===== src/hdl/rgbhsi_pkg.sv =====
// Shared types and constants for the RGB to HSI pixel converter.
`default_nettype none

package rgbhsi_pkg;

  localparam int unsigned CHAN_W      = 8;
  localparam int unsigned SUM_W       = 10;
  localparam int unsigned DEG_W       = 9;
  localparam int unsigned SAT_NUM_W   = 18;
  localparam int unsigned HUE_NUM_W   = 14;
  localparam int unsigned DIV_QUO_W   = 8;
  localparam int unsigned RECIP3      = 683;
  localparam int unsigned RECIP3_SHIFT = 11;
  localparam int unsigned PIPE_DEPTH  = DIV_QUO_W + 5;

  typedef struct packed {
    logic [CHAN_W-1:0] red_in;
    logic [CHAN_W-1:0] green_in;
    logic [CHAN_W-1:0] blue_in;
  } pix_t;

  typedef struct packed {
    logic [DEG_W-1:0]  hue_degrees;
    logic [CHAN_W-1:0] hue_code;
    logic [CHAN_W-1:0] saturation_code;
    logic [CHAN_W-1:0] intensity_code;
  } hsi_t;

endpackage

`default_nettype wire


===== src/hdl/rgb_to_hsi_pixel_converter_core.sv =====
// Top level of the RGB to HSI pixel converter pipeline.
//
// Usage:
//   Input channel: drive pix_i and raise start_i; the pixel transfer happens
//   at the rising edge where start_i is high and busy_o is low. busy_o stays
//   low, so one pixel can be taken in every cycle.
//   Result channel: done_o is high for exactly one cycle with the matching
//   hsi_o; the receiver takes it at the edge that ends that cycle.
//   Results come back in the order the pixels went in.
//   Pipeline: each result passes two front stages, eight stages of the
//   two restoring dividers and three back stages.
//   Throughput: one pixel per cycle; each divider stage resolves one
//   quotient bit, so the divider depth sets most of the latency.
//   Reset: rst_ni clears all valid bits; pixels in flight are dropped and no
//   result is shown until new pixels arrive.
//   The receiver cannot stall, so nothing in the pipeline ever holds.
`default_nettype none

module rgb_to_hsi_pixel_converter_core (
  input  wire logic          clk_i,
  input  wire logic          rst_ni,
  input  wire logic          start_i,
  output logic               busy_o,
  input  rgbhsi_pkg::pix_t   pix_i,
  output logic               done_o,
  output rgbhsi_pkg::hsi_t   hsi_o
);

  import rgbhsi_pkg::*;

  localparam logic [DEG_W-1:0] HUE_BASE_RED   = DEG_W'(0);
  localparam logic [DEG_W-1:0] HUE_BASE_WRAP  = DEG_W'(360);
  localparam logic [DEG_W-1:0] HUE_BASE_GREEN = DEG_W'(120);
  localparam logic [DEG_W-1:0] HUE_BASE_BLUE  = DEG_W'(240);

  typedef struct packed {
    logic [CHAN_W-1:0] intensity;
    logic [DEG_W-1:0]  base;
    logic              neg;
  } side_t;

  // stage A: sum, extremes, hexcone sector
  logic [CHAN_W-1:0] r, g, b, mx, mn;
  logic [SUM_W-1:0]  sum_a, min3_a;
  logic [CHAN_W-1:0] x_a;
  logic [DEG_W-1:0]  base_a;
  logic              neg_a;
  logic              accept;

  assign busy_o = 1'b0;
  assign accept = start_i && !busy_o;

  always_comb begin
    r = pix_i.red_in;
    g = pix_i.green_in;
    b = pix_i.blue_in;
    mx = r;
    if (b > mx) mx = b;
    if (g > mx) mx = g;
    mn = r;
    if (b < mn) mn = b;
    if (g < mn) mn = g;
    sum_a  = SUM_W'(r) + SUM_W'(g) + SUM_W'(b);
    min3_a = SUM_W'({mn, 1'b0}) + SUM_W'(mn);
    if (mx == r) begin
      if (g >= b) begin
        x_a = g - b; base_a = HUE_BASE_RED; neg_a = 1'b0;
      end else begin
        x_a = b - g; base_a = HUE_BASE_WRAP; neg_a = 1'b1;
      end
    end else if (mx == g) begin
      base_a = HUE_BASE_GREEN;
      if (b >= r) begin
        x_a = b - r; neg_a = 1'b0;
      end else begin
        x_a = r - b; neg_a = 1'b1;
      end
    end else begin
      base_a = HUE_BASE_BLUE;
      if (r >= g) begin
        x_a = r - g; neg_a = 1'b0;
      end else begin
        x_a = g - r; neg_a = 1'b1;
      end
    end
  end

  logic              vld_a_q;
  logic [SUM_W-1:0]  sum_a_q, sdiff_a_q;
  logic [CHAN_W-1:0] x_a_q, d_a_q;
  logic [DEG_W-1:0]  base_a_q;
  logic              neg_a_q;

  always_ff @(posedge clk_i or negedge rst_ni) begin
    if (!rst_ni) begin
      vld_a_q <= 1'b0;
    end else begin
      vld_a_q <= accept;
    end
  end

  always_ff @(posedge clk_i) begin
    sum_a_q   <= sum_a;
    sdiff_a_q <= sum_a - min3_a;
    x_a_q     <= x_a;
    d_a_q     <= mx - mn;
    base_a_q  <= base_a;
    neg_a_q   <= neg_a;
  end

  // stage B: scale numerators, guard zero divisors, intensity
  logic [2*SUM_W-1:0] int_prod;
  logic               vld_b_q;
  logic [SAT_NUM_W-1:0] sat_num_q;
  logic [SUM_W-1:0]     sat_den_q;
  logic [HUE_NUM_W-1:0] hue_num_q;
  logic [CHAN_W-1:0]    hue_den_q;
  side_t                side_b_q;

  assign int_prod = (2*SUM_W)'(sum_a_q) * (2*SUM_W)'(RECIP3);

  always_ff @(posedge clk_i or negedge rst_ni) begin
    if (!rst_ni) begin
      vld_b_q <= 1'b0;
    end else begin
      vld_b_q <= vld_a_q;
    end
  end

  always_ff @(posedge clk_i) begin
    sat_num_q <= SAT_NUM_W'({sdiff_a_q, 8'b0}) - SAT_NUM_W'(sdiff_a_q);
    sat_den_q <= (sum_a_q == '0) ? SUM_W'(1) : sum_a_q;
    hue_num_q <= HUE_NUM_W'({x_a_q, 6'b0}) - HUE_NUM_W'({x_a_q, 2'b0});
    hue_den_q <= (d_a_q == '0) ? CHAN_W'(1) : d_a_q;
    side_b_q.intensity <= CHAN_W'(int_prod >> RECIP3_SHIFT);
    side_b_q.base      <= base_a_q;
    side_b_q.neg       <= neg_a_q;
  end

  // divider stages
  logic              sat_vld, hue_vld;
  logic [DIV_QUO_W-1:0] sat_quo, hue_quo;
  logic [SUM_W-1:0]  sat_rem;
  logic [CHAN_W-1:0] hue_rem;

  rgbhsi_div #(
    .NUM_W(SAT_NUM_W),
    .DEN_W(SUM_W),
    .QUO_W(DIV_QUO_W)
  ) u_sat_div (
    .clk_i   (clk_i),
    .rst_ni  (rst_ni),
    .valid_i (vld_b_q),
    .num_i   (sat_num_q),
    .den_i   (sat_den_q),
    .valid_o (sat_vld),
    .quo_o   (sat_quo),
    .rem_o   (sat_rem)
  );

  rgbhsi_div #(
    .NUM_W(HUE_NUM_W),
    .DEN_W(CHAN_W),
    .QUO_W(DIV_QUO_W)
  ) u_hue_div (
    .clk_i   (clk_i),
    .rst_ni  (rst_ni),
    .valid_i (vld_b_q),
    .num_i   (hue_num_q),
    .den_i   (hue_den_q),
    .valid_o (hue_vld),
    .quo_o   (hue_quo),
    .rem_o   (hue_rem)
  );

  side_t side_q [DIV_QUO_W];

  always_ff @(posedge clk_i) begin
    side_q[0] <= side_b_q;
    for (int i = 1; i < DIV_QUO_W; i++) begin
      side_q[i] <= side_q[i-1];
    end
  end

  // stage C: hue in degrees; negative sectors take the ceiling
  side_t             side_c;
  logic [DEG_W-1:0]  q_c, deg_c;
  logic              vld_c_q;
  logic [DEG_W-1:0]  deg_c_q;
  logic [CHAN_W-1:0] sat_c_q, int_c_q;

  assign side_c = side_q[DIV_QUO_W-1];
  assign q_c    = DEG_W'(hue_quo);
  assign deg_c  = side_c.neg ? (side_c.base - q_c - DEG_W'(hue_rem != '0))
                             : (side_c.base + q_c);

  always_ff @(posedge clk_i or negedge rst_ni) begin
    if (!rst_ni) begin
      vld_c_q <= 1'b0;
    end else begin
      vld_c_q <= hue_vld && sat_vld;
    end
  end

  always_ff @(posedge clk_i) begin
    deg_c_q <= deg_c;
    sat_c_q <= (sat_den_zero_unused(sat_rem)) ? sat_quo : sat_quo;
    int_c_q <= side_c.intensity;
  end

  function automatic logic sat_den_zero_unused(input logic [SUM_W-1:0] rem);
    sat_den_zero_unused = (rem == '0);
  endfunction

  // stage D: degrees * 17 / 8
  logic              vld_d_q;
  logic [SUM_W-1:0]  t_d_q;
  logic [DEG_W-1:0]  deg_d_q;
  logic [CHAN_W-1:0] sat_d_q, int_d_q;
  logic [DEG_W+3:0]  deg17;

  assign deg17 = (DEG_W+4)'(deg_c_q) * (DEG_W+4)'(17);

  always_ff @(posedge clk_i or negedge rst_ni) begin
    if (!rst_ni) begin
      vld_d_q <= 1'b0;
    end else begin
      vld_d_q <= vld_c_q;
    end
  end

  always_ff @(posedge clk_i) begin
    t_d_q   <= SUM_W'(deg17 >> 3);
    deg_d_q <= deg_c_q;
    sat_d_q <= sat_c_q;
    int_d_q <= int_c_q;
  end

  // stage E: divide by three, output register
  logic [2*SUM_W-1:0] code_prod;
  logic               done_q;
  hsi_t               hsi_q;

  assign code_prod = (2*SUM_W)'(t_d_q) * (2*SUM_W)'(RECIP3);

  always_ff @(posedge clk_i or negedge rst_ni) begin
    if (!rst_ni) begin
      done_q <= 1'b0;
    end else begin
      done_q <= vld_d_q;
    end
  end

  always_ff @(posedge clk_i) begin
    hsi_q.hue_degrees     <= deg_d_q;
    hsi_q.hue_code        <= CHAN_W'(code_prod >> RECIP3_SHIFT);
    hsi_q.saturation_code <= sat_d_q;
    hsi_q.intensity_code  <= int_d_q;
  end

  assign done_o = done_q;
  assign hsi_o  = hsi_q;

  a_latency: assert property (@(posedge clk_i) disable iff (!rst_ni)
    accept |-> ##(PIPE_DEPTH) done_o)
    else $error("pixel transfer without result at fixed latency");

  a_hue_range: assert property (@(posedge clk_i) disable iff (!rst_ni)
    done_o |-> (hsi_o.hue_degrees < DEG_W'(360)) && (hsi_o.hue_code != 8'hff))
    else $error("hue out of range");

  a_grey_hue: assert property (@(posedge clk_i) disable iff (!rst_ni)
    done_o && (hsi_o.saturation_code == '0) && (hsi_o.intensity_code == '0)
      |-> (hsi_o.hue_degrees == '0))
    else $error("black pixel with nonzero hue");

endmodule

`default_nettype wire


===== src/hdl/rgbhsi_div.sv =====
// Pipelined restoring divider, one quotient bit per stage.
`default_nettype none

module rgbhsi_div #(
  parameter int unsigned NUM_W = 18,
  parameter int unsigned DEN_W = 10,
  parameter int unsigned QUO_W = 8
) (
  input  wire logic             clk_i,
  input  wire logic             rst_ni,
  input  wire logic             valid_i,
  input  wire logic [NUM_W-1:0] num_i,
  input  wire logic [DEN_W-1:0] den_i,
  output logic                  valid_o,
  output logic [QUO_W-1:0]      quo_o,
  output logic [DEN_W-1:0]      rem_o
);

  localparam int unsigned CW = DEN_W + QUO_W;

  logic [CW-1:0]    rem_s [QUO_W];
  logic [DEN_W-1:0] den_s [QUO_W];
  logic [QUO_W-1:0] quo_s [QUO_W];
  logic [QUO_W-1:0] vld_s;

  for (genvar s = 0; s < QUO_W; s++) begin : g_stage
    logic [CW-1:0]    rem_in;
    logic [DEN_W-1:0] den_in;
    logic [QUO_W-1:0] quo_in;
    logic             vld_in;
    logic [CW-1:0]    den_sh;
    logic             ge;
    logic [CW-1:0]    rem_d;
    logic [QUO_W-1:0] quo_d;
    logic [CW-1:0]    rem_q;
    logic [DEN_W-1:0] den_q;
    logic [QUO_W-1:0] quo_q;
    logic             vld_q;

    if (s == 0) begin : g_first
      assign rem_in = CW'(num_i);
      assign den_in = den_i;
      assign quo_in = '0;
      assign vld_in = valid_i;
    end else begin : g_next
      assign rem_in = rem_s[s-1];
      assign den_in = den_s[s-1];
      assign quo_in = quo_s[s-1];
      assign vld_in = vld_s[s-1];
    end

    assign den_sh = CW'(den_in) << (QUO_W - 1 - s);
    assign ge     = (rem_in >= den_sh);

    always_comb begin
      rem_d = ge ? (rem_in - den_sh) : rem_in;
      quo_d = quo_in;
      quo_d[QUO_W-1-s] = ge;
    end

    always_ff @(posedge clk_i or negedge rst_ni) begin
      if (!rst_ni) begin
        vld_q <= 1'b0;
      end else begin
        vld_q <= vld_in;
      end
    end

    always_ff @(posedge clk_i) begin
      rem_q <= rem_d;
      den_q <= den_in;
      quo_q <= quo_d;
    end

    assign rem_s[s] = rem_q;
    assign den_s[s] = den_q;
    assign quo_s[s] = quo_q;
    assign vld_s[s] = vld_q;
  end

  assign valid_o = vld_s[QUO_W-1];
  assign quo_o   = quo_s[QUO_W-1];
  assign rem_o   = rem_s[QUO_W-1][DEN_W-1:0];

endmodule

`default_nettype wire

===== config.mk =====
export PLATFORM = sky130hd
export DESIGN_NAME = rgb_to_hsi_pixel_converter_core
export DESIGN_NICKNAME = d
export VERILOG_FILES = /design/src/hdl/rgbhsi_pkg.sv /design/src/hdl/rgb_to_hsi_pixel_converter_core.sv /design/src/hdl/rgbhsi_div.sv
export SDC_FILE = /design/constraint.sdc
export NUM_CORES = 1
export LEC_CHECK = 0
export BUFFER_PORTS_ARGS = -buffer_cell sky130_fd_sc_hd__clkbuf_2
export CAP_MARGIN = 5
export CELL_PAD_IN_SITES_DETAIL_PLACEMENT = 1
export CELL_PAD_IN_SITES_GLOBAL_PLACEMENT = 1
export CORE_MARGIN = 2
export CORE_UTILIZATION = 30
export CTS_CLUSTER_SIZE = 40
export DETAILED_ROUTE_END_ITERATION = 8
export PLACE_DENSITY_LB_ADDON = 0.1
export RECOVER_POWER = 50
export SETUP_SLACK_MARGIN = 0.2
export SLEW_MARGIN = 5
export SYNTH_ARGS = -nofsm -noshare
export SYNTH_HDL_FRONTEND = slang
export SYNTH_SLANG_ARGS = --single-unit

===== constraint.sdc =====
create_clock -name clk_i -period 11.35 [get_ports clk_i]
set_input_delay 0.5675 -clock clk_i [delete_from_list [all_inputs] [get_ports clk_i]]
set_output_delay 0.5675 -clock clk_i [all_outputs]
set_load 0.01 [all_outputs]

Word-level counts from Yosys, hierarchy flattened. Memories as Yosys holds them, arrays and structs flattened. Index checks and enable logic that the tools add are counted.

Output and inout port bits: 35. Memories kept: 1. Input port bits: 27. Register bits after elaboration: 664. Memory bits (writable): 144.

Equal/unequal tests: 2. Multipliers: 3. Reduce and logical (&&, ||, !) cells: 3. Add/sub/neg operators: 31. Muxes and demuxes: 33. $lt $le $gt $ge: 23.

Memories: side_q (depth 8, width 18, rd ports 8, clocked after memory_dff 0, wr ports 8, RTL line rgb_to_hsi_pixel_converter_core.sv:176) `side_t side_q [DIV_QUO_W];`.

Operators with widths (number): 18-bit 2-to-1 mux (7); 16-bit 2-to-1 mux (6); 8-bit 2-to-1 mux (11); 8-bit subtractor (8); 10-bit by 10-bit multiplier with 19-bit output (second input constant) (2); 9-bit 2-to-1 mux (3); 8-bit greater-or-equal comparator (3); 9-bit by 8-bit adder with 10-bit output (2); 18-bit by 10-bit greater-or-equal comparator with 1-bit output (1); 18-bit by 11-bit greater-or-equal comparator with 1-bit output (1); 18-bit by 12-bit greater-or-equal comparator with 1-bit output (1); 18-bit by 13-bit greater-or-equal comparator with 1-bit output (1); 18-bit by 14-bit greater-or-equal comparator with 1-bit output (1); 18-bit by 15-bit greater-or-equal comparator with 1-bit output (1); 18-bit by 16-bit greater-or-equal comparator with 1-bit output (1); 18-bit by 17-bit greater-or-equal comparator with 1-bit output (1); 18-bit by 10-bit subtractor with 18-bit output (1); 18-bit by 11-bit subtractor with 18-bit output (1); 18-bit by 12-bit subtractor with 18-bit output (1); 18-bit by 13-bit subtractor with 18-bit output (1); 18-bit by 14-bit subtractor with 18-bit output (1); 18-bit by 15-bit subtractor with 18-bit output (1); 18-bit by 16-bit subtractor with 18-bit output (1); 18-bit by 17-bit subtractor with 18-bit output (1); other kinds (30) (37).

Longest topological paths before layout. Gate-level depths: netlist (run 1).

Depth after elaboration: 7. Mapped depth: 30.

Hierarchy. A second synthesis (run 1) with hierarchy kept.

Cell total of the unflattened synthesis: 3376. Area, all modules: 34717.0 um^2.

Modules (own cells, without submodules): rgb_to_hsi_pixel_converter_core (area an instance 15454.8 um^2, seq. area each 6291.0 um^2, instances 1, cells an instance 1449); rgbhsi_div at u_sat_div (area an instance 10512.6 um^2, seq. area each 5044.8 um^2, instances 1, cells an instance 1053); rgbhsi_div at u_hue_div (area an instance 8749.6 um^2, seq. area each 4444.3 um^2, instances 1, cells an instance 874).

Least setup slack after synthesis (run 1). OpenSTA, ideal clock, no wires.

Kind: input to register. Start point: input pix_i[0] in the netlist's numbering. End point: register sdiff_a_q[9]. Arrival: 5.531 ns. Slack: 5.699 ns. Cell stages on the path: 30. Data required time: 11.230 ns. Setup time: 0.120 ns. Path through: inv_1 -> ha_1 -> fa_1 -> nand3b_1 -> a21oi_2 -> nor2_2 -> clkbuf_1 -> nor2_1 -> a21oi_1 -> ha_1 -> and4_1 -> nand2_1 -> a2111oi_0 -> nor2_1 -> o21ai_4 -> clkbuf_1 -> nand2_1 -> o21ai_0 -> ha_1 -> inv_1 -> ha_1 -> a21o_1 -> a21oi_1 -> o21ai_0 -> a21oi_1 -> o21bai_1 -> a21oi_1 -> o21bai_1 -> a21oi_1 -> xnor2_1.

Cells in the longest elaborated chain, start to end: 6. Elaborated cells on any way between the ends: 7. Classes of those cells: add/sub: 3; order compare: 2; mux: 2.

RTL lines: start: declaration (RTL line rgb_to_hsi_pixel_converter_core.sv:24) `input rgbhsi_pkg::pix_t pix_i,`; 8-bit less-than comparator (RTL line rgb_to_hsi_pixel_converter_core.sv:61) `if (b < mn) mn = b;`; 8-bit 2-to-1 mux (RTL line rgb_to_hsi_pixel_converter_core.sv:61); 8-bit less-than comparator (RTL line rgb_to_hsi_pixel_converter_core.sv:62) `if (g < mn) mn = g;`; 8-bit 2-to-1 mux (RTL line rgb_to_hsi_pixel_converter_core.sv:62); 9-bit by 8-bit adder with 10-bit output (RTL line rgb_to_hsi_pixel_converter_core.sv:64) `min3_a = SUM_W'({mn, 1'b0}) + SUM_W'(mn);`; 10-bit subtractor * (RTL line rgb_to_hsi_pixel_converter_core.sv:104) `sdiff_a_q <= sum_a - min3_a;`; end signal: assignment (RTL line rgb_to_hsi_pixel_converter_core.sv:104); end: declaration (RTL line rgb_to_hsi_pixel_converter_core.sv:89) `logic [SUM_W-1:0] sum_a_q, sdiff_a_q;`.

Every way passes the cells marked *; elsewhere a longest branch is shown, timed or not. A chain may end at the register's enable or synchronous reset.

Final worst setup path (run 1). Same ends and word-level chain as after synthesis.

==> results.rst, run 1 <==
.. list-table::
   :header-rows: 1

   * - Metric
     - Value
   * - Number of buffers inserted by hold repair at cts
     - 2
   * - Via count of the first global-routing pass
     - about 24,000
   * - First-iteration detailed-routing DRC count
     - 624
   * - Achievable Freq
     - between 150 and 200 MHz
   * - Max capacitance violation total
     - 0
   * - CTS max path bufs
     - 3
   * - Critical Path Source Type
     - input port
   * - PortBufs
     - 60
   * - Number of nets produced by synthesis
     - 3,684
   * - Antenna violations before repair
     - 1
   * - Max stage delay cell, worst path
     - fa_1
   * - First-pass DRT Iterations
     - 4
   * - Resize count post-CTS
     - 0
   * - Largest fanout of any net on the critical path
     - 15
   * - GR Util All Layers
     - about 14%
   * - Result of the run
     - complete, no violations
   * - Setup fix buffers added after clock tree synthesis
     - 0
   * - Data required time at the worst endpoint
     - around 12,000 ps
   * - Register bit total from synthesis
     - around 750
   * - Placeable core area
     - 107,400 um2
   * - FFs w/ async S/R, synth
     - about 1.7%
   * - Fin. max-slew vios
     - 0
   * - Slew at the pin closest to its max-slew limit
     - roughly 1100 ps
   * - Top cells by area in the synthesized netlist
     - dfxtp_1 45%, ha_1 15%, inv_1 4.9%
   * - Starting density of the core
     - between 30% and 40%
   * - Summed negative setup slack over all endpoints
     - 0 ps
   * - Tightest Hold Check Type
     - reg -> reg
   * - GP Congestion
     - about 0.84
   * - Post-route clock skew
     - ~35 ps
   * - CTS clock-pin slew for the worst setup and hold paths
     - approximately 70 ps
   * - Share of Yosys cell area claimed by the top area cell type
     - between 40% and 50%
   * - N_diodes
     - 0
   * - Layout cell share with drive strength beyond 1
     - under 10%
   * - Avg Synthesized Cell Area
     - ~10 um2
   * - Critical path capture point type
     - register
   * - Signed area change from the synthesized netlist to the final layout
     - 14.91%
   * - Maximum level of the CTS H-tree
     - 3
   * - Net total in the final layout
     - ~3,800
   * - Number of distinct library cell variants in the gate-level netlist after synthesis
     - 81
   * - Most common flop cell mapped by yosys
     - dfxtp_1
   * - Footprint of the flip-flops and latches
     - 15,120 um2
   * - Total CTS buffers
     - 83
   * - Post-synth design cell area
     - 32,560 um2
   * - RSZ-0062 raised after global routing
     - no
   * - Filler cells
     - between 10,000 and 15,000
   * - Global-route wire length before repair
     - around 120 mm
   * - Routed wire length per instance
     - approximately 16 um
   * - Clock latency of the later-clocked register in the worst-skew pair
     - between 600 and 700 ps
   * - Via density per instance
     - 4.485
   * - Area of all placed cells without fillers
     - 37,420 um2
   * - Die area
     - 111,200 um2
   * - Estimated wirelength of the detail-placed design
     - just over 60 mm
   * - Final Hold Viols
     - 0
   * - Area after detailed placement
     - roughly 34,000 um2
   * - Fin crit share
     - a little over half
   * - # DRC
     - 0
   * - Placement row count
     - 120
   * - Final core utilization
     - 34.86%
   * - Number of clock sinks
     - roughly 750
   * - Post-route ant nets
     - 0
   * - Remaining global-route overflow
     - 0
   * - CTS tree
     - built
   * - Cell count after synthesis
     - ~3,200
   * - Die outline width
     - 333.5 um
   * - Critical path class
     - in -> reg
   * - Sequential-to-total area share from yosys stat
     - between 40% and 50%
   * - Clock tree root driver cell
     - clkbuf_16
   * - Total wirelength of the detailed-routed design
     - about 76 mm
   * - # IOs
     - just over 60
   * - Rel. slew slack
     - around a quarter
   * - Number of endpoints failing setup at the final stage
     - 0
   * - Slowest Stage Delay on Critical Path
     - around 400 ps
   * - Data arrival time of the worst path
     - roughly 6700 ps
   * - Cell type with the highest aggregate area in the netlist
     - dfxtp_1
   * - Number of enable flip-flop cells after synthesis
     - 0
   * - Chip Height
     - about 330 um
   * - Number of synthesis warnings
     - 0
   * - Maximum number of pins on one net before global-route repair
     - 26
   * - Via Count
     - approximately 21,000
   * - Post-route minimum period
     - 6072 ps
   * - Area of the multi-input gates
     - about 16,000 um2
[placed cells by master, fill, tap and decap left out, types with 13 or more instances in the layout]
cell type / n
o21a_1: 27
dfrtp_1: 13
nand2_1: 158
clkbuf_16: 83
inv_1: 422
clkbuf_1: 13
fa_1: 76
o21bai_1: 19
a21oi_1: 192
xor2_1: 73
xnor2_1: 155
nor2_1: 203
nand3_1: 30
clkinv_2: 15
nand4_1: 26
nand2b_1: 37
clkbuf_2: 60
or3_1: 14
nor4_1: 28
mux2_2: 24
a21boi_0: 26
nor3_1: 46
mux2i_1: 38
o21ai_0: 161
o31ai_1: 24
nor2b_1: 40
a21o_1: 54
ha_1: 381
dfxtp_1: 739
[kinds of logic after synthesis]
kind of cell	Yosys count	synth area share (%)
buffers and inverters	480	5.575
AND/OR/NAND/NOR	637	9.494
XOR/XNOR	228	6.132
multiplexers	64	2.086
flip-flops	752	46.43
adder cells (fa/ha/maj)	458	19.35
AO/OA/AOI/OAI	580	10.93
other	1	0.01152
[path summary, 6_finish.rpt]
| kind | slack (ps) | end | cells past startpoint | from |
|---|---|---|---|---|
| max in group asynchronous | 10760 | vld_d_q$_DFF_PN0_ | 2 | rst_ni |
| worst min-delay path | 310 | u_hue_div.g_stage[5].quo_q[3]$_DFF_P_ | 0 | u_hue_div.g_stage[4].quo_q[3]$_DFF_P_ |
| worst max-delay path | 5280 | sdiff_a_q[9]$_DFF_P_ | 29 | pix_i[0] |
| worst min register to register | 310 | u_hue_div.g_stage[5].quo_q[3]$_DFF_P_ | 0 | u_hue_div.g_stage[4].quo_q[3]$_DFF_P_ |
| min in group asynchronous | 350 | vld_a_q$_DFF_PN0_ | 2 | rst_ni |
| worst max register to register | 6390 | side_b_q[17]$_DFF_P_ | 16 | sum_a_q[8]$_DFF_P_ |
[synthesized netlist by cell type, types with 24 or more instances]
| library cell | instances |
|---|---|
| a21boi_0 | 26 |
| a21o_1 | 54 |
| a21oi_1 | 192 |
| clkbuf_1 | 51 |
| dfxtp_1 | 739 |
| fa_1 | 76 |
| ha_1 | 381 |
| inv_1 | 422 |
| mux2_2 | 24 |
| mux2i_1 | 38 |
| nand2_1 | 158 |
| nand2b_1 | 37 |
| nand3_1 | 30 |
| nand4_1 | 26 |
| nor2_1 | 203 |
| nor2b_1 | 40 |
| nor3_1 | 46 |
| nor4_1 | 28 |
| o21a_1 | 27 |
| o21ai_0 | 161 |
| o31ai_1 | 24 |
| xnor2_1 | 155 |
| xor2_1 | 73 |
[routing by layer]
metal | global-route usage, % | vias up | routed length (um)
met2 | 25.72 | 215 | 38570
met5 | 0 | - | 0
met4 | 6.104 | 0 | 2792
met1 | 15.66 | 10180 | 32690
li1 | - | 10840 | -
met3 | 2.012 | 130 | 2067
[flip-flops by register name, indices dropped and copies added (netlist names), 9 cells and up]
signal	count
sum_a_q	10
hsi_o	33
u_hue_div.g_stage.rem_q	107
deg_d_q	9
sat_den_q	10
sdiff_a_q	10
hue_num_q	12
u_hue_div.g_stage.quo_q	28
side_q	112
t_d_q	9
u_hue_div.g_stage.den_q	56
u_sat_div.g_stage.quo_q	28
deg_c_q	9
u_sat_div.g_stage.den_q	70
side_b_q	14
u_sat_div.g_stage.rem_q	126
sat_num_q	18
[worst max-delay path, delay by kind of cell]
kind	cells	cell delay, ps
AOI/OAI and AO/OA	13	2940
xor gates and xnor gates	1	140
adders and majority gates	5	1460
buffers and inverters	4	460
and+or+nand+nor	6	1080
[per-stage QoR]
step / worst slack (ps) / std cells / hold slack, ps
after floorplan: 5699 / 3200 / 271.9
after detailed placement: 4632 / 4611 / 313.2
after global routing: 4681 / 4763 / 314.2
after CTS: 5311 / 4763 / 301.6
after global placement: 4731 / 4611 / 309.9
final: 5278 / 4763 / 307.3
[layout make-up]
| cell class | instances | area share, % |
|---|---|---|
| multi-input combinational | 1968 | 41.79 |
| sequential | 752 | 40.41 |
| clock buffer | 108 | 6.122 |
| tap | 1403 | 4.691 |
| inverter | 422 | 4.233 |
| clock inverter | 42 | 1.786 |
| timing repair buffer | 68 | 0.9764 |
Power of run 1 is not shown: default switching activity piles up to over one toggle a cycle in this logic, so the estimate is an artifact.
==> run 2, diff against run 1 <==
- clock period: 11.35 -> 6.1 ns (I/O delays scaled with it)
==> results.rst, run 2 (synthesized netlist as in run 1, its figures left out) <==
.. list-table::
   :header-rows: 1

   * - Metric
     - Value
   * - Number of cells traversed by the worst hold path
     - 2 (was 0)
   * - GP Congestion
     - 0.8665 (was 0.8446)
   * - Final core utilization
     - 34.90% (was 34.86%)
   * - Tightest Hold Check Type
     - in -> reg (was reg -> reg)
   * - Post-route minimum period
     - roughly 5200 ps
   * - Largest registers
     - u_sat_div.g_stage.rem_q (126), side_q (112), u_hue_div.g_stage.rem_q (107) (unchanged)
   * - Via density per instance
     - 4.495 (was 4.485)
   * - Slew at the pin closest to its max-slew limit
     - 1068 ps (was 1145 ps)
   * - CTS max path bufs
     - 3 (unchanged)
   * - First-pass DRT Iterations
     - 4 (unchanged)
   * - Clock tree root driver cell
     - clkbuf_16 (unchanged)
   * - Maximum number of pins on one net before global-route repair
     - 26 (unchanged)
   * - Placeable core area
     - 107,400 um2 (unchanged)
   * - Signed area change from the synthesized netlist to the final layout
     - 15.04% (was 14.91%)
   * - Net total in the final layout
     - 3,801 (was 3,779)
   * - Remaining global-route overflow
     - 0 (unchanged)
   * - Chip Height
     - 333.5 um (unchanged)
   * - Die outline width
     - 333.5 um (unchanged)
   * - Number of clock sinks
     - 752 (unchanged)
   * - Critical Path Source Type
     - input port (unchanged)
   * - Max reg flops
     - 126 (unchanged)
   * - Starting density of the core
     - 30.33% (unchanged)
   * - Final Hold Viols
     - 0 (unchanged)
   * - Fin crit share
     - a little under nine tenths
   * - N_diodes
     - 0 (unchanged)
   * - Estimated wirelength of the detail-placed design
     - 61.87 mm (was 61.60 mm)
   * - First-iteration detailed-routing DRC count
     - 509 (was 624)
   * - Placement row count
     - 120 (unchanged)
   * - Data arrival time of the worst path
     - 5770 ps (was 6650 ps)
   * - Post-route clock skew
     - 39.79 ps (was 34.56 ps)
   * - CTS clock-pin slew for the worst setup and hold paths
     - 60 ps (was 70 ps)
   * - Routed wire length per instance
     - 15.89 um (was 15.98 um)
   * - Final worst slack
     - 871.8 ps (was 5278 ps)
   * - Setup fix buffers added after clock tree synthesis
     - 0 (unchanged)
   * - Reg with most FFs
     - u_sat_div.g_stage.rem_q (unchanged)
   * - Placement Setup Slack
     - 201.8 ps (was 4632 ps)
   * - Via Count
     - 21,530 (was 21,360)
   * - Via count of the first global-routing pass
     - 23,930 (was 23,530)
   * - Commonest non-fill, non-tap cell in the layout
     - dfxtp_1 (unchanged)
   * - Result of the run
     - complete, no violations (unchanged)
   * - Total wirelength of the detailed-routed design
     - 76.10 mm (was 76.13 mm)
   * - Clock latency of the later-clocked register in the worst-skew pair
     - 670 ps (was 650 ps)
   * - # IOs
     - 62 (unchanged)
   * - Data required time at the worst endpoint
     - 6640 ps (was 11,930 ps)
   * - Critical path capture point type
     - register (unchanged)
   * - Layout cell share with drive strength beyond 1
     - 8.269% (was 7.679%)
   * - PortBufs
     - 60 (unchanged)
   * - CTS tree
     - built (unchanged)
   * - # DRC
     - 0 (unchanged)
   * - Hold_ws
     - 168.1 ps (was 307.3 ps)
   * - GR Util All Layers
     - 13.95% (was 13.87%)
   * - Post-route ant nets
     - 0 (unchanged)
   * - Summed negative setup slack over all endpoints
     - 0 ps (unchanged)
   * - RSZ-0062 raised after global routing
     - no (unchanged)
   * - Total CTS buffers
     - 84 (was 83)
   * - Antenna violations before repair
     - 1 (unchanged)
   * - Largest fanout of any net on the critical path
     - 11 (was 15)
   * - Most frequent cells in the layout
     - 739 x dfxtp_1, 422 x inv_1, 381 x ha_1 (unchanged)
   * - Max capacitance violation total
     - 0 (unchanged)
   * - Critical path class
     - in -> reg (unchanged)
   * - Fin. max-slew vios
     - 0 (unchanged)
   * - Maximum level of the CTS H-tree
     - 3 (unchanged)
   * - Achievable Freq
     - roughly 190 MHz
   * - Die area
     - 111,200 um2 (unchanged)
   * - Global-route wire length before repair
     - 125.0 mm (was 124.0 mm)
   * - Rel. slew slack
     - 28.63% (was 23.54%)
   * - Worst r2r path cells
     - 15 (was 16)
   * - Number of endpoints failing setup at the final stage
     - 0 (unchanged)
==> run 2: cell types whose count changed in the layout (fill, tap and decap cells not counted), moves of 3 or more <==
cell	delta
buf_4	+21
bufinv_16	-6
clkinvlp_4	+3
clkinv_2	+3
clkbuf_1	+4
==> run 2: final cells by class <==
cell class / count / area [um2]
clock buffers: 111 / 2313
clock inverters: 44 / 533.0
fillers: 11890 / 69890
inverters: 422 / 1584
multi-input cells: 1968 / 15640
flip-flops and latches: 752 / 15120
well taps: 1403 / 1755
repair buffers: 89 / 521.8
==> run 2: worst paths after layout <==
kind                       slack (ps)               start                                   end
max in group asynchronous        5440              rst_ni  u_hue_div.g_stage[6].vld_q$_DFF_PN0_
min in group asynchronous         180              rst_ni                     vld_a_q$_DFF_PN0_
setup reg to reg                 1290  sum_a_q[7]$_DFF_P_                  side_b_q[16]$_DFF_P_
hold reg to reg                   290  sat_c_q[7]$_DFF_P_                    sat_d_q[7]$_DFF_P_
hold / removal                    170            pix_i[8]                    sum_a_q[0]$_DFF_P_
setup / recovery                  870            pix_i[5]                  sdiff_a_q[9]$_DFF_P_
==> run 2: per-stage QoR <==
stage | instance area, um2 | instances
after floorplan | 32570 | 3200
after global placement | 34600 | 4632
after detailed placement | 34600 | 4632
after CTS | 37460 | 4789
after global routing | 37460 | 4789
final | 37460 | 4789
==> run 2: routing by layer <==
layer / share of wire (%) / GRT usage (%) / vias to the layer above
met4: 3.4 / 5.728 / 0
met1: 43 / 15.72 / 10290
met2: 51 / 25.79 / 237
met5: 0 / 0 / -
met3: 2.8 / 2.395 / 121
li1: - / - / 10880
==> run 2: worst max-delay path, stage by stage <==
cell and delay [ps]:
clkbuf_2 200, inv_1 120, ha_1 400, a211oi_2 230, o21bai_2 180, nor2_2 410
nand2_1 100, o21ai_0 140, inv_1 80, ha_1 270, and4_1 230, nand2_1 90
a2111oi_0 310, nor2_1 160, a221oi_1 430, nor2_2 140, xnor2_1 150, ha_1 290
ha_1 350, a21oi_1 200, o21ai_0 110, a21oi_1 230, o21bai_1 100, a21oi_1 190
o21bai_1 100, a21oi_1 180, xnor2_1 90
==> run 2: what timing repair did <==
item | 4_1_cts | 5_1_grt
resized for setup | 0 | 0
endpoints found under the hold margin | 14 | 0
setup endpoints to repair | 0 | 0
hold buffers | 2 | 0
Power of run 2 is left out for the same reason.
